### src/sv/radar_measurement_jacobian_macros.svh
// Assertion macros for the radar measurement Jacobian block
`ifndef RADAR_MEASUREMENT_JACOBIAN_MACROS_SVH
`define RADAR_MEASUREMENT_JACOBIAN_MACROS_SVH

// Same-cycle implication, checked out of reset
`define RMJ_ASSERT_NOW(lbl, ante, cons, msg) \
  lbl: assert property (@(posedge clk) disable iff (!rst_n) (ante) |-> (cons)) \
    else $error(msg);

// Next-cycle implication, checked out of reset
`define RMJ_ASSERT_NEXT(lbl, ante, cons, msg) \
  lbl: assert property (@(posedge clk) disable iff (!rst_n) (ante) |=> (cons)) \
    else $error(msg);

`endif

### src/sv/rmj_sqrt.sv
// Pipelined integer square root, one root bit per stage
`timescale 1ns / 1ps
`default_nettype none
module rmj_sqrt #(
  parameter int ROOT_BITS = 32
) (
  input  wire logic                   clk,
  input  wire logic                   en,
  input  wire logic [2*ROOT_BITS-1:0] rad,
  output logic      [ROOT_BITS-1:0]   root
);

  localparam int RB = ROOT_BITS;
  localparam int VB = 2 * ROOT_BITS;
  localparam int RW = ROOT_BITS + 2;

  logic [RW-1:0] rem_r  [RB];
  logic [RB-1:0] root_r [RB];
  logic [VB-1:0] rad_r  [RB];

  genvar g;
  for (g = 0; g < RB; g++) begin : g_step
    logic [RW-1:0] rem_in;
    logic [RB-1:0] root_in;
    logic [VB-1:0] rad_in;
    logic [RW-1:0] r2;
    logic [RW-1:0] trial;
    logic [RW-1:0] rem_nxt;
    logic [RB-1:0] root_nxt;

    if (g == 0) begin : g_first
      assign rem_in  = '0;
      assign root_in = '0;
      assign rad_in  = rad;
    end else begin : g_next
      assign rem_in  = rem_r[g-1];
      assign root_in = root_r[g-1];
      assign rad_in  = rad_r[g-1];
    end

    // bring down two radicand bits, try 4*root+1
    always_comb begin
      r2    = {rem_in[RW-3:0], rad_in[VB-1 -: 2]};
      trial = {root_in, 2'b01};
      if (r2 >= trial) begin
        rem_nxt  = r2 - trial;
        root_nxt = {root_in[RB-2:0], 1'b1};
      end else begin
        rem_nxt  = r2;
        root_nxt = {root_in[RB-2:0], 1'b0};
      end
    end

    always_ff @(posedge clk) begin
      if (en) begin
        rem_r[g]  <= rem_nxt;
        root_r[g] <= root_nxt;
        rad_r[g]  <= {rad_in[VB-3:0], 2'b00};
      end
    end
  end

  assign root = root_r[RB-1];

endmodule
`default_nettype wire

### config.mk
export PLATFORM = sky130hd
export DESIGN_NAME = rmj_sqrt
export DESIGN_NICKNAME = d
export VERILOG_FILES = /design/src/sv/radar_measurement_jacobian_macros.svh /design/src/sv/rmj_sqrt.sv
export SDC_FILE = /design/constraint.sdc
export NUM_CORES = 2
export LEC_CHECK = 0
export BUFFER_PORTS_ARGS = -buffer_cell sky130_fd_sc_hd__buf_2
export CAP_MARGIN = 20
export CORE_MARGIN = 5
export CORE_UTILIZATION = 33
export CTS_BUF_LIST = sky130_fd_sc_hd__clkbuf_8
export CTS_CLUSTER_SIZE = 40
export DETAILED_ROUTE_END_ITERATION = 16
export PLACE_DENSITY = 0.46
export SYNTH_ARGS = -nofsm -noshare
export SYNTH_HDL_FRONTEND = slang
export SYNTH_MEMORY_MAX_BITS = 65536
export SYNTH_SLANG_ARGS = --single-unit
export TNS_END_PERCENT = 100
### constraint.sdc
create_clock -name clk -period 8.3 [get_ports clk]
set_input_delay 1.245 -clock clk [delete_from_list [all_inputs] [get_ports clk]]
set_output_delay 1.245 -clock clk [all_outputs]
set_load 0.02 [all_outputs]
**Word-level counts from Yosys, hierarchy flattened**

Memory sizes are Yosys's and may differ from the RTL's.
Index checks and enable logic that the tools add are counted.

- Bits of input ports: 66
- Memory bits (writable): 4096
- Output and inout port bits: 32
- Memories kept: 3
- Register bits: 0
- Word-level logic and storage cells: 133

Memories:

| memory | words | width | rd ports | clocked after memory_dff | wr ports | line | source |
|---|---|---|---|---|---|---|---|
| rad_r | 32 | 62 | 31 | 0 | 32 | rmj_sqrt.sv:19 | `logic [VB-1:0] rad_r [RB];` |
| rem_r | 32 | 34 | 31 | 0 | 32 | rmj_sqrt.sv:17 | `logic [RW-1:0] rem_r [RB];` |
| root_r | 32 | 32 | 32 | 0 | 32 | rmj_sqrt.sv:18 | `logic [RB-1:0] root_r [RB];` |

- Magnitude comparators: 32
- Muxes and demuxes: 66
- Add/subtract/negate cells: 32

Operator list:

| operator | number |
|---|---|
| $mux 34 | 32 |
| $ge 34x34->1 | 31 |
| $sub 34x34->34 | 31 |
| $mux 1 | 34 |
| $sub 2x1->3 const B | 1 |
| $ge 2x1->1 const B | 1 |

**Depth between registers and ports, before layout**

An unclocked memory read counts as a cell.

- Depth in word-level cells: 3
- Depth in mapped cells: 15
- Gate-level depth less buffers: 13

**Worst setup path after synthesis**

OpenSTA, ideal clock, no wires.

- Path type: reg2reg
- From: memory rem_r[1][34] in the netlist's numbering
- To: memory rem_r[1][72] in the netlist's numbering, data pin
- Slack: 4820 ps
- Library setup time: 260 ps
- Period minus slack after synthesis: 3480 ps
- Stages on the path, launching flop included: 13
- Path buffers: 2
- Data required time: 8040 ps
- Data arrival time: 3220 ps
- Cell sequence: edfxtp_1 -> ha_1 -> nor2b_1 -> o21a_1 -> o21ai_0 -> a211oi_1 -> a211o_1 -> a221o_1 -> a221oi_1 -> o21a_1 -> buf_2 -> buf_2 -> mux2_2

RTL lines:

| element | line |
|---|---|
| start, declared | rmj_sqrt.sv:17 |

==> impl_metrics.toml <==
[outcome]
status = "finished, final reports clean"

[floorplan]
start_util = 0.332
io_pins = 98
dieWidth_um = 598
core_area_mm2 = 0.344
die_area_mm2 = 0.357
placementRows = 215
die-height_um = 598

[clock_tree]
cts_resized = 0
numCtsBuffers = 435
path_clk_slew_ns = 0.06
cts_tree = "built"
clk_latency_ns = 1.07
cts_num_sinks = 2465
cts_root_buffer = "clkbuf_8"
h-tree-depth = 5
postCtsSetupBuffers = 0
clockBufferDepth = 4
hold_buffers = 0

[grt]
grt_pass1_wl_um = 375000
grt_max_degree = 171
grt_use_met3 = 0.0231
grt_use_met1 = 0.160
antenna_found_initial = 10
grt_pass1_vias = 68000
grt_overflow = 0
grt_util_met2 = 0.227
busiest_layer = "met2"
grt_usage = 0.130

[placement]
gp_congestion = 0.829
place_area_mm2 = 0.120
port_buffers = 97
dp_hpwl_um = 168000
dpl.cell_count = 13300

[worst_setup_path]
worstSetupPathType = "reg2reg"
critPathArrivalTime_ns = 5.15
crit_required_ns = 9.04
slowest_delay_ns = 0.71
start_kind = "flip-flop"
worst_path_dominant_cell_family = "simple AND/OR/NAND/NOR gates"
slowest_stage = "nor4_1"
cp-end-kind = "flip-flop"
critPathBufInv = 3
critPathMaxFanout = 15
worstPathCellList = "or4_1, or4_1, nor4_1, o311ai_1, nor2_1, inv_1, a31oi_1, buf_4, inv_1, and3_1, nand2b_1, xnor2_1"

[layout]
fin_nets = 9810
seqCellArea_mm2 = 0.0740
fin_area_mm2 = 0.128
layout.cells.non_filler = 14100
postLayoutCoreUtil = 0.373
area_growth_pct = 12.5
multi_input_area_mm2 = 0.0367
fill_cells = 32800
drive_above_1_share = 0.0873

[routing]
firstDrtPassIters = 5
drc_errors = 0
antenna_left = 0
vias = 67100
wl_per_cell_um = 16.9
viasPerCell = 4.77
first_iter_violations = 4240
drt_wl_total_um = 238000

[logic_synthesis]
synth-async-reset-ratio = 0
synthCells = 8748
ys_types = 83
yosysSeqAreaShare = 0.650
synth_top_cells_by_area = "edfxtp_1 (65%), ha_1 (6.2%), xnor2_1 (3.2%)"
synth_area_mm2 = 0.114
post_synth.cell_area_avg_um2 = 13.0
yosysWarnings = 0
synth_top_area_share = 0.650
synth_seq_cells = 2465
ys.flop_type = "edfxtp_1"
synth.most_common_cell = "edfxtp_1"
synth_edf_count = 2465
synth_nets = 9375
yosysTopAreaCell = "edfxtp_1"
synth_common_cells = "edfxtp_1 (2,465), inv_1 (707), nand2_1 (607)"

[power]
total_power_mw = 34.7
power_density_mw_per_mm2 = 271
worst_ir_drop_vdd_uv = 140
leakage_nw = 48.8

[sta]
grt_setup_unrepaired = "false"
hold_viol = 0
finalSetupViolCount = 0
fmax_mhz = 227
period_share = 0.532
finalClockSkew_ns = 0.0770
relSlewSlack = 0.236
fin_setup_tns_ns = 0
slew_violations = 0
tightestPinTransition_ns = 1.15
finalCriticalPeriod_ns = 4.41

[worst_hold_path]
hold_class = "in2reg"

[job]
maxCapViolations = 0
==> flip-flops by register name, summed over array words and instances, names as in the netlist <==
name and flops:
root_r 528, rad_r 992, rem_r 945
==> final cells by class <==
class | instances | share of cell area
Sequential cell | 2465 | 0.577
Clock inverter | 321 | 0.0150
Tap cell | 4557 | 0.0445
Multi-Input combinational cell | 5425 | 0.286
Inverter | 709 | 0.0208
Timing Repair Buffer | 147 | 0.00845
Antenna cell | 1 | 0.0000195
Clock buffer | 441 | 0.0474
==> cell usage in the layout, fill, tap and decap left out, types with 133 or more instances in the layout <==
cell,synthesis,final
ha_1,561,561
xor2_1,378,378
a21oi_1,517,515
nor2_1,536,534
nor3_1,222,222
xnor2_1,414,414
nand2_1,607,607
nand3_1,144,144
inv_1,707,841
clkbuf_8,0,441
o21ai_0,482,481
a21o_1,212,212
edfxtp_1,2465,2465
nand2b_1,133,133
==> through the flow <==
| stage | hold slack [ns] | setup slack, ns |
|---|---|---|
| 2_1_floorplan | 0.400 | 4.82 |
| 3_3_place_gp | 0.400 | 4.00 |
| 3_5_place_dp | 0.405 | 3.94 |
| 4_1_cts | 0.128 | 3.93 |
| 5_1_grt | 0.187 | 3.55 |
| 6_report | 0.334 | 3.89 |
==> worst paths after layout <==
kind	startpoint	end	slack (ns)	cells past startpoint
hold reg to reg	rad_r[0][366]$_DFFE_PP_	rad_r[0][430]$_DFFE_PP_	0.38	0
setup / recovery	rem_r[0][295]$_DFFE_PP_	rem_r[0][319]$_DFFE_PP_	3.89	12
hold / removal	rad[20]	rad_r[0][20]$_DFFE_PP_	0.33	1
setup reg to reg	rem_r[0][295]$_DFFE_PP_	rem_r[0][319]$_DFFE_PP_	3.89	12
==> where the power goes <==
part / switching [mW] / leakage, nW / total, mW / internal (mW)
combinational: 4.24 / 20.5 / 7.31 / 3.07
clock: 4.98 / 4.59 / 10.5 / 5.49
sequential: 1.08 / 23.7 / 16.9 / 15.8
total: 10.3 / 48.8 / 34.7 / 24.4
==> metal layers <==
metal  wire (um)  vias to the layer above
met5          92                        -
met4        8060                       14
met3       10200                      529
met2      118000                     1199
met1      102000                    32100
li1            -                    33200
==> kinds of logic (layout without fill, tap and decap cells) <==
logic type	after synthesis	after routing	share of synthesized area
XOR/XNOR	792	792	0.0609
buffers and inverters	858	1618	0.0285
other	1	2	0.0000329
AND/OR/NAND/NOR	2264	2264	0.0981
adder cells (fa/ha/maj)	561	561	0.0616
flip-flops	2465	2465	0.650
AO/OA/AOI/OAI	1731	1731	0.0936
multiplexers	76	76	0.00740
Power figures use the tool's default switching activity.
