`config.mk`:
```
export PLATFORM = sky130hd
export DESIGN_NAME = rmj_delay
export DESIGN_NICKNAME = d
export VERILOG_FILES = /design/src/sv/radar_measurement_jacobian_macros.svh /design/src/sv/rmj_delay.sv
export SDC_FILE = /design/constraint.sdc
export NUM_CORES = 1
export LEC_CHECK = 0
export BUFFER_PORTS_ARGS = -buffer_cell sky130_fd_sc_hd__buf_2
export CORE_MARGIN = 3
export CORE_UTILIZATION = 59
export CTS_BUF_LIST = sky130_fd_sc_hd__clkbuf_8
export CTS_CLUSTER_DIAMETER = 30
export CTS_CLUSTER_SIZE = 14
export DETAILED_ROUTE_END_ITERATION = 10
export MAX_ROUTING_LAYER = met4
export PLACE_DENSITY = 0.9
export SLEW_MARGIN = 20
export SYNTH_ARGS = -nofsm -noshare
export SYNTH_HDL_FRONTEND = slang
export SYNTH_SLANG_ARGS = --single-unit
```
`constraint.sdc`:
```
create_clock -name clk -period 1.7 [get_ports clk]
set_input_delay 0.085 -clock clk [delete_from_list [all_inputs] [get_ports clk]]
set_output_delay 0.085 -clock clk [all_outputs]
set_load 0.02 [all_outputs]
```
`src/sv/radar_measurement_jacobian_macros.svh`:
```
// Assertion macros for the radar measurement Jacobian block
`ifndef RADAR_MEASUREMENT_JACOBIAN_MACROS_SVH
`define RADAR_MEASUREMENT_JACOBIAN_MACROS_SVH

// Same-cycle implication, checked out of reset
`define RMJ_ASSERT_NOW(lbl, ante, cons, msg) \
  lbl: assert property (@(posedge clk) disable iff (!rst_n) (ante) |-> (cons)) \
    else $error(msg);

// Next-cycle implication, checked out of reset
`define RMJ_ASSERT_NEXT(lbl, ante, cons, msg) \
  lbl: assert property (@(posedge clk) disable iff (!rst_n) (ante) |=> (cons)) \
    else $error(msg);

`endif

```
`src/sv/rmj_delay.sv`:
```
// Enabled shift line with a reset valid bit beside each data stage
`timescale 1ns / 1ps
`default_nettype none
module rmj_delay #(
  parameter int DEPTH    = 4,
  parameter int DAT_BITS = 8
) (
  input  wire logic                clk,
  input  wire logic                rst_n,
  input  wire logic                en,
  input  wire logic                in_vld,
  input  wire logic [DAT_BITS-1:0] in_dat,
  output logic                     out_vld,
  output logic      [DAT_BITS-1:0] out_dat
);

  logic                vld_r [DEPTH];
  logic [DAT_BITS-1:0] dat_r [DEPTH];

  genvar g;
  for (g = 0; g < DEPTH; g++) begin : g_tap
    logic                vld_in;
    logic [DAT_BITS-1:0] dat_in;
    if (g == 0) begin : g_first
      assign vld_in = in_vld;
      assign dat_in = in_dat;
    end else begin : g_next
      assign vld_in = vld_r[g-1];
      assign dat_in = dat_r[g-1];
    end

    // advance valid on enable
    always_ff @(posedge clk) begin
      if (!rst_n) begin
        vld_r[g] <= 1'b0;
      end else if (en) begin
        vld_r[g] <= vld_in;
      end
    end

    // advance data on enable
    always_ff @(posedge clk) begin
      if (en) begin
        dat_r[g] <= dat_in;
      end
    end
  end

  assign out_vld = vld_r[DEPTH-1];
  assign out_dat = dat_r[DEPTH-1];

endmodule
`default_nettype wire

```
Word-level counts from Yosys, hierarchy flattened

Memory sizes are Yosys's and may differ from the RTL's.
Index checks and enable logic that the tools add are counted.

Flip-flop bits (word level): 0
Latch bits: 0
RAM bits: 36
Memory bits (read-only): 0
Output and inout port bits: 9
Memories kept: 2

$add $sub $neg: 0
Multipliers: 0
Divide/modulo/power cells: 0
$lt $le $gt $ge: 0
Equality and inequality tests: 0
Shift operators: 0
Muxes and demuxes: 9
Bitwise operators: 4
Reduce and logical (&&, ||, !) cells: 0

Memory list:

| memory | depth | width | rd ports | clocked after memory_dff | wr ports | line            | source |
|---|---|---|---|---|---|---|---|
| dat_r  | 4     | 8     | 4        | 0                        | 4        | rmj_delay.sv:18 | `logic [DAT_BITS-1:0] dat_r [DEPTH];` |
| vld_r  | 4     | 1     | 4        | 0                        | 4        | rmj_delay.sv:17 | `logic vld_r [DEPTH];` |

Operators with widths:

| cell              | count |
|---|---|
| two-way mux 1 bit | 9 |
| OR 1 bit          | 4 |

Logic depth before layout (Yosys ltp)

Gate-level depths: netlist (run 1).

Depth after elaboration: 4
Mapped depth: 2
Gate-level depth less buffers: 2

Worst setup path after synthesis (run 1)

OpenSTA, ideal clock, no wires.

Kind: reg-to-reg
Start: mem vld_r[0]
End: mem vld_r[1], data pin
Setup time: 256 ps
Data arrival time: 521 ps
Data required time: 1,444 ps
Setup slack: 923 ps
Cell stages (with the launch flop): 2
Period minus slack after synthesis: 777 ps
Path through: edfxtp_1 and3_2

RTL lines:

| what            | line |
|---|---|
| start, declared | rmj_delay.sv:17 |

==> run_results.csv, run 1 <==
group,metric,value,unit
critical_path,crit_type,"reg2out",
worst_hold_path,hp-class,"in2reg",
grt,grt_usage,14.3,%
synthesis,syn_nets,54,
critical_path,path_buf_inv,1,
critical_path,cp-startpoint,"dat_r[3][7]",
cts,cts-root-buf,"clkbuf_8",
power,swShare,17.4,%
grt,overflow,0,
critical_path,worstSetupStartpointType,"flip-flop",
floorplan,dieArea,2450,um2
floorplan,start_util,63.3,%
synthesis,synth_area,1120,um2
worst_hold_path,hold_end,"vld_r[2]",
timing,fmax,1130,MHz
worst_hold_path,min_path_cells,2,
power,leakage,0.557,nW
worst_hold_path,min_from,"rst_n",
critical_path,ff2ff_path_depth,1,
timing,layout_min_cycle_time,0.887,ns
layout,antennaDiodeCount,0,
timing,rsz0062_at_grt,"false",
cts,cts_tree,"yes",
floorplan,die_y,49.5,um
cts,clock-sinks,36,
critical_path,reg2reg_to,"vld_r[1]",
detailed_routing,dr.pass1.iters,3,
timing,setup_violations,0,
grt,grt_max_degree,22,
critical_path,ff2ff_setup_slack,0.89,ns
grt,grt_pass1_vias,504,
critical_path,crit_family,"flip-flops",
placement,dpl-instance-area,1250,um2
floorplan,rows,15,
detailed_routing,drtIter0Drc,5,
power,vdd_drop_max,1190,uV
floorplan,die_x,49.5,um
detailed_routing,finalWirelength,1380,um
critical_path,cp_slowest_cell,"edfxtp_1",
critical_path,slowest_delay,0.37,ns
critical_path,end_kind,"output port",
synthesis,ys_ff_latch,36,
critical_path,crit-reg2reg-launch,"vld_r[0]",
cts,path_clk_slew,0.06,ns
cts,cts_setup_buffers,0,
run_status,outcome,"complete, no violations",
detailed_routing,avgViaCountPerCell,4.73,
timing,whs,0.115,ns
timing,timing.setup.tns,0,ns
critical_path,crit_arrival,0.80,ns
detailed_routing,antenna_left,0,
power,internal_power,0.00150,W
grt,grt_pass1_wl,2220,um
timing,hold_viol_final,0,
power,power.density,1260,nW/um2
timing,tightest_slew,0.314,ns
synthesis,avgSynthCellArea,26.6,um2
cts,numCtsBuffers,5,
layout,syn_to_final_growth,29.3,%
power,combPwrFrac,4.3,%
cts,clock_latency,0.27,ns
timing,max-slew-margin-rel,79.1,%
synthesis,synth.area.top_cells,"edfxtp_1, and3_2, dfxtp_1",
synthesis,netlist-cell-type-count,6,
flow_run,cap_violations,0,
cts,clk_path_buf_depth,2,
layout,final_area,1440,um2
timing,finClkSkew,0.00270,ns
floorplan,core,1760,um2
critical_path,critPathMaxFanout,1,
floorplan,pin_count,21,
timing,period_share,52.2,%
power,p_sw,0.000316,W
placement,portBuffers,20,
layout,drive_gt1_share,39.2,%
layout,nets,90,
cts,ctsResizeCount,0,
timing,slew_viol_final,0,
layout,nFillCells,94,
power,pwr-share-seq,58.0,%
cts,htreeDepth,2,
synthesis,synthCells,42,
detailed_routing,drc,0,
detailed_routing,avgRoutedWirePerCell,13.2,um
synthesis,yosysTopAreaCell,"edfxtp_1",
synthesis,ys_seq_area_share,96.0,%
placement,place_congestion,0.594,
power,pwr-share-clk,37.7,%
synthesis,yosysWarnings,0,
critical_path,path_cells,"buf_2",
detailed_routing,via_count,492,
grt,antenna_found_initial,0,
critical_path,required,1.62,ns
synthesis,synth_top_cell_area_share,94.2,%
[layer usage]
layer | global-route usage [%] | routed length (um) | vias up | part of all wire (%)
li1 | - | - | 236 | -
met1 | 14.7 | 530 | 230 | 39
met2 | 21.2 | 718 | 24 | 52
met3 | 7.25 | 100 | 2 | 7.3
met4 | 9.68 | 27 | 0 | 2.0
met5 | - | 0 | - | 0
[stage by stage]
step                      power (W)  instances  util, %  worst slack (ns)
final                       0.00182        104     81.8             0.813
after CTS                   0.00184        104     81.8             0.799
after global routing        0.00189        104     81.8             0.773
after floorplan             0.00109         42        -             0.923
after detailed placement    0.00114         88     71.1             0.661
after global placement      0.00113         88     71.1             0.704
[how the worst max path moves through the flow]
stage / endpoint / slack (ns) / cells past startpoint
finish: out_dat[7] / 0.81 / 1
detailed placement: dat_r[3][3] / 0.66 / 2
global placement: dat_r[3][6] / 0.70 / 2
floorplan: vld_r[1] / 0.92 / 1
global route: out_dat[7] / 0.77 / 1
CTS: out_dat[7] / 0.80 / 1
[what timing repair did]
item                       4_1_cts  5_1_grt
hold buffers                     8        0
hold endpoints to repair         8        0
setup endpoints to repair        0        0
[registers in the layout, summed over array words and instances (netlist names)]
signal	flops
vld_r	4
dat_r	32
[placed cells by master (no fill, tap or decap)]
cell and n:
and3_2 3, clkbuf_8 5, edfxtp_1 35, dlygate4sd3_1 8, buf_2 20, mux2i_1 1, clkinv_2 1, nand2b_1 1
nor2b_1 1, dfxtp_1 1, inv_1 1, buf_4 1, bufinv_16 1
[final cells by class]
| cell class | instances | area, um2 | area share [%] |
|---|---|---|---|
| Sequential cell | 36 | 1070 | 74.2 |
| Timing Repair Buffer | 29 | 188 | 13.0 |
| Clock buffer | 5 | 68.8 | 4.77 |
| Multi-Input combinational cell | 6 | 45.0 | 3.12 |
| Clock inverter | 3 | 38.8 | 2.69 |
| Tap cell | 25 | 31.3 | 2.17 |
[cells by family (layout without fill, tap and decap cells)]
logic type,count (synthesis),in the layout,synth area share [%]
buffers and inverters,0,37,0
flip-flops,36,36,96.0
multiplexers,1,1,0.897
AND/OR/NAND/NOR,5,5,3.14
[cells in the mapped netlist]
cell type / count
and3_2: 3
dfxtp_1: 1
edfxtp_1: 35
mux2i_1: 1
nand2b_1: 1
nor2b_1: 1
[power by group through the flow]
stage           logic (W)  clock network [W]  registers, W
2_1_floorplan  0.00000549                  0       0.00109
5_1_grt         0.0000839           0.000748       0.00106
3_5_place_dp    0.0000630                  0       0.00107
6_report        0.0000773           0.000686       0.00106
3_3_place_gp    0.0000592                  0       0.00107
4_1_cts         0.0000770           0.000703       0.00106
Note: power is estimated with default switching activity, not from simulation.
==> run 2, diff against run 1 <==
CORE_UTILIZATION = 55   (was 59)
PLACE_DENSITY = 0.85   (was 0.9)
clock period = 0.9 ns   (was 1.7 ns; I/O delays follow)
==> run_results.csv, run 2 (synthesis gave the netlist of run 1 again) <==
group,metric,value,unit
cts,clock_latency,0.27,ns
timing,slew_viol_final,0,
cts,cts_tree,"yes",
detailed_routing,dr.pass1.iters,4,
critical_path,ff2ff_setup_slack,0.09,ns
critical_path,crit_type,"reg2out",
layout,nets,91,
timing,finClkSkew,0.00425,ns
floorplan,start_util,61.3,%
critical_path,cp_slowest_cell,"edfxtp_1",
critical_path,crit_arrival,0.80,ns
floorplan,rows,15,
placement,hpwl,903,um
grt,grt_usage,15.0,%
timing,timing.setup.tns,0,ns
grt,grt_max_degree,23,
layout,fin_util,78.7,%
floorplan,pin_count,21,
timing,fmax,1190,MHz
timing,max-slew-margin-rel,83.3,%
grt,grt_pass1_wl,2490,um
cts,numCtsBuffers,5,
power,vdd_drop_max,1840,uV
grt,grt_pass1_vias,536,
cts,path_clk_slew,0.06,ns
power,power.density,2190,nW/um2
timing,hold_viol_final,0,
flow_run,cap_violations,0,
layout,largest_reg_flops,32,
cts,ctsResizeCount,0,
floorplan,dieArea,2610,um2
layout,largest_registers,"dat_r x32, vld_r x4",
detailed_routing,via_count,518,
layout,antennaDiodeCount,0,
layout,drive_gt1_share,39.2,%
placement,place_congestion,0.593,
critical_path,ff2ff_path_depth,1,
detailed_routing,antenna_left,0,
layout,regMostFlops,"dat_r",
critical_path,crit-reg2reg-launch,"vld_r[0]",
detailed_routing,avgRoutedWirePerCell,14.8,um
power,leakage,0.552,nW
timing,period_share,93.5,%
layout,layout_common_cells,"edfxtp_1, buf_2, dlygate4sd3_1",
cts,clk_path_buf_depth,2,
critical_path,reg2reg_to,"vld_r[1]",
cts,htreeDepth,2,
detailed_routing,drc,0,
layout,layout_commonest_cell,"edfxtp_1",
timing,rsz0062_at_grt,"false",
critical_path,required,0.85,ns
timing,layout_min_cycle_time,0.842,ns
critical_path,end_kind,"output port",
critical_path,worstSetupStartpointType,"flip-flop",
cts,cts-root-buf,"clkbuf_8",
detailed_routing,finalWirelength,1540,um
critical_path,path_buf_inv,1,
worst_hold_path,hp-class,"in2reg",
grt,overflow,0,
placement,dpl_worst_slack,0.0839,ns
cts,clock-sinks,36,
floorplan,die_y,51.0,um
timing,postLayoutSetupSlackWorst,0.0583,ns
worst_hold_path,min_from,"rst_n",
worst_hold_path,hold_end,"vld_r[2]",
worst_hold_path,min_path_cells,2,
detailed_routing,drtIter0Drc,13,
detailed_routing,avgViaCountPerCell,4.98,
layout,syn_to_final_growth,28.4,%
critical_path,path_cells,"buf_2",
grt,antenna_found_initial,0,
timing,tightest_slew,0.250,ns
timing,setup_violations,0,
critical_path,critPathMaxFanout,1,
critical_path,slowest_delay,0.36,ns
critical_path,crit_family,"flip-flops",
floorplan,core,1820,um2
floorplan,die_x,51.0,um
run_status,outcome,"complete, no violations",
placement,portBuffers,20,
==> run 2: changes by cell type in the layout (fill, tap and decap cells not counted), sizes merged <==
cell / previous run / this run
bufinv: 1 / 0
buf: 21 / 22
==> run 2: worst max path at each step <==
stage,from,slack (ns),cells past startpoint,endpoint
after floorplan,vld_r[0],0.12,1,vld_r[1]
after global placement,vld_r[0],0.11,1,vld_r[1]
after detailed placement,en,0.08,2,vld_r[1]
after CTS,dat_r[3][3],0.04,1,out_dat[3]
after global routing,dat_r[3][4],0.03,1,out_dat[4]
final,dat_r[3][0],0.06,1,out_dat[0]
==> run 2: final cells by class <==
class	instances	area, um2
Sequential cell	36	1070
Fill cell	100	388
Timing Repair Buffer	30	208
Clock buffer	5	68.8
Multi-Input combinational cell	6	45.0
Tap cell	25	31.3
Clock inverter	2	8.76
==> run 2: routing by layer <==
layer	up-vias	routed length, um	global-route usage [%]	share of wire, %
li1	239	-	-	-
met1	241	531	14.1	35
met2	31	838	26.6	55
met3	7	124	4.96	8.1
met4	0	41	8.07	2.7
met5	-	0	-	0
==> run 2: timing repair <==
item                       in CTS  in global routing
hold endpoints to repair        8                  0
setup endpoints to repair       0                  0
buffers inserted                0                  0
hold buffers                    8                  0
==> run 2: per-stage QoR <==
step	cell area, um2	instances	total power, W	hold WS, ns
after global placement	1270	89	0.00214	0.222
final	1430	104	0.00314	0.0481
after global routing	1430	104	0.00327	0.0705
after CTS	1430	104	0.00316	0.0410
after floorplan	1120	42	0.00206	0.144
after detailed placement	1270	89	0.00216	0.224
==> run 2: power breakdown <==
part	internal (W)	switching (W)
clock	0.000513	0.000470
combinational	0.0000723	0.0000850
sequential	0.00197	0.0000302
total	0.00255	0.000586
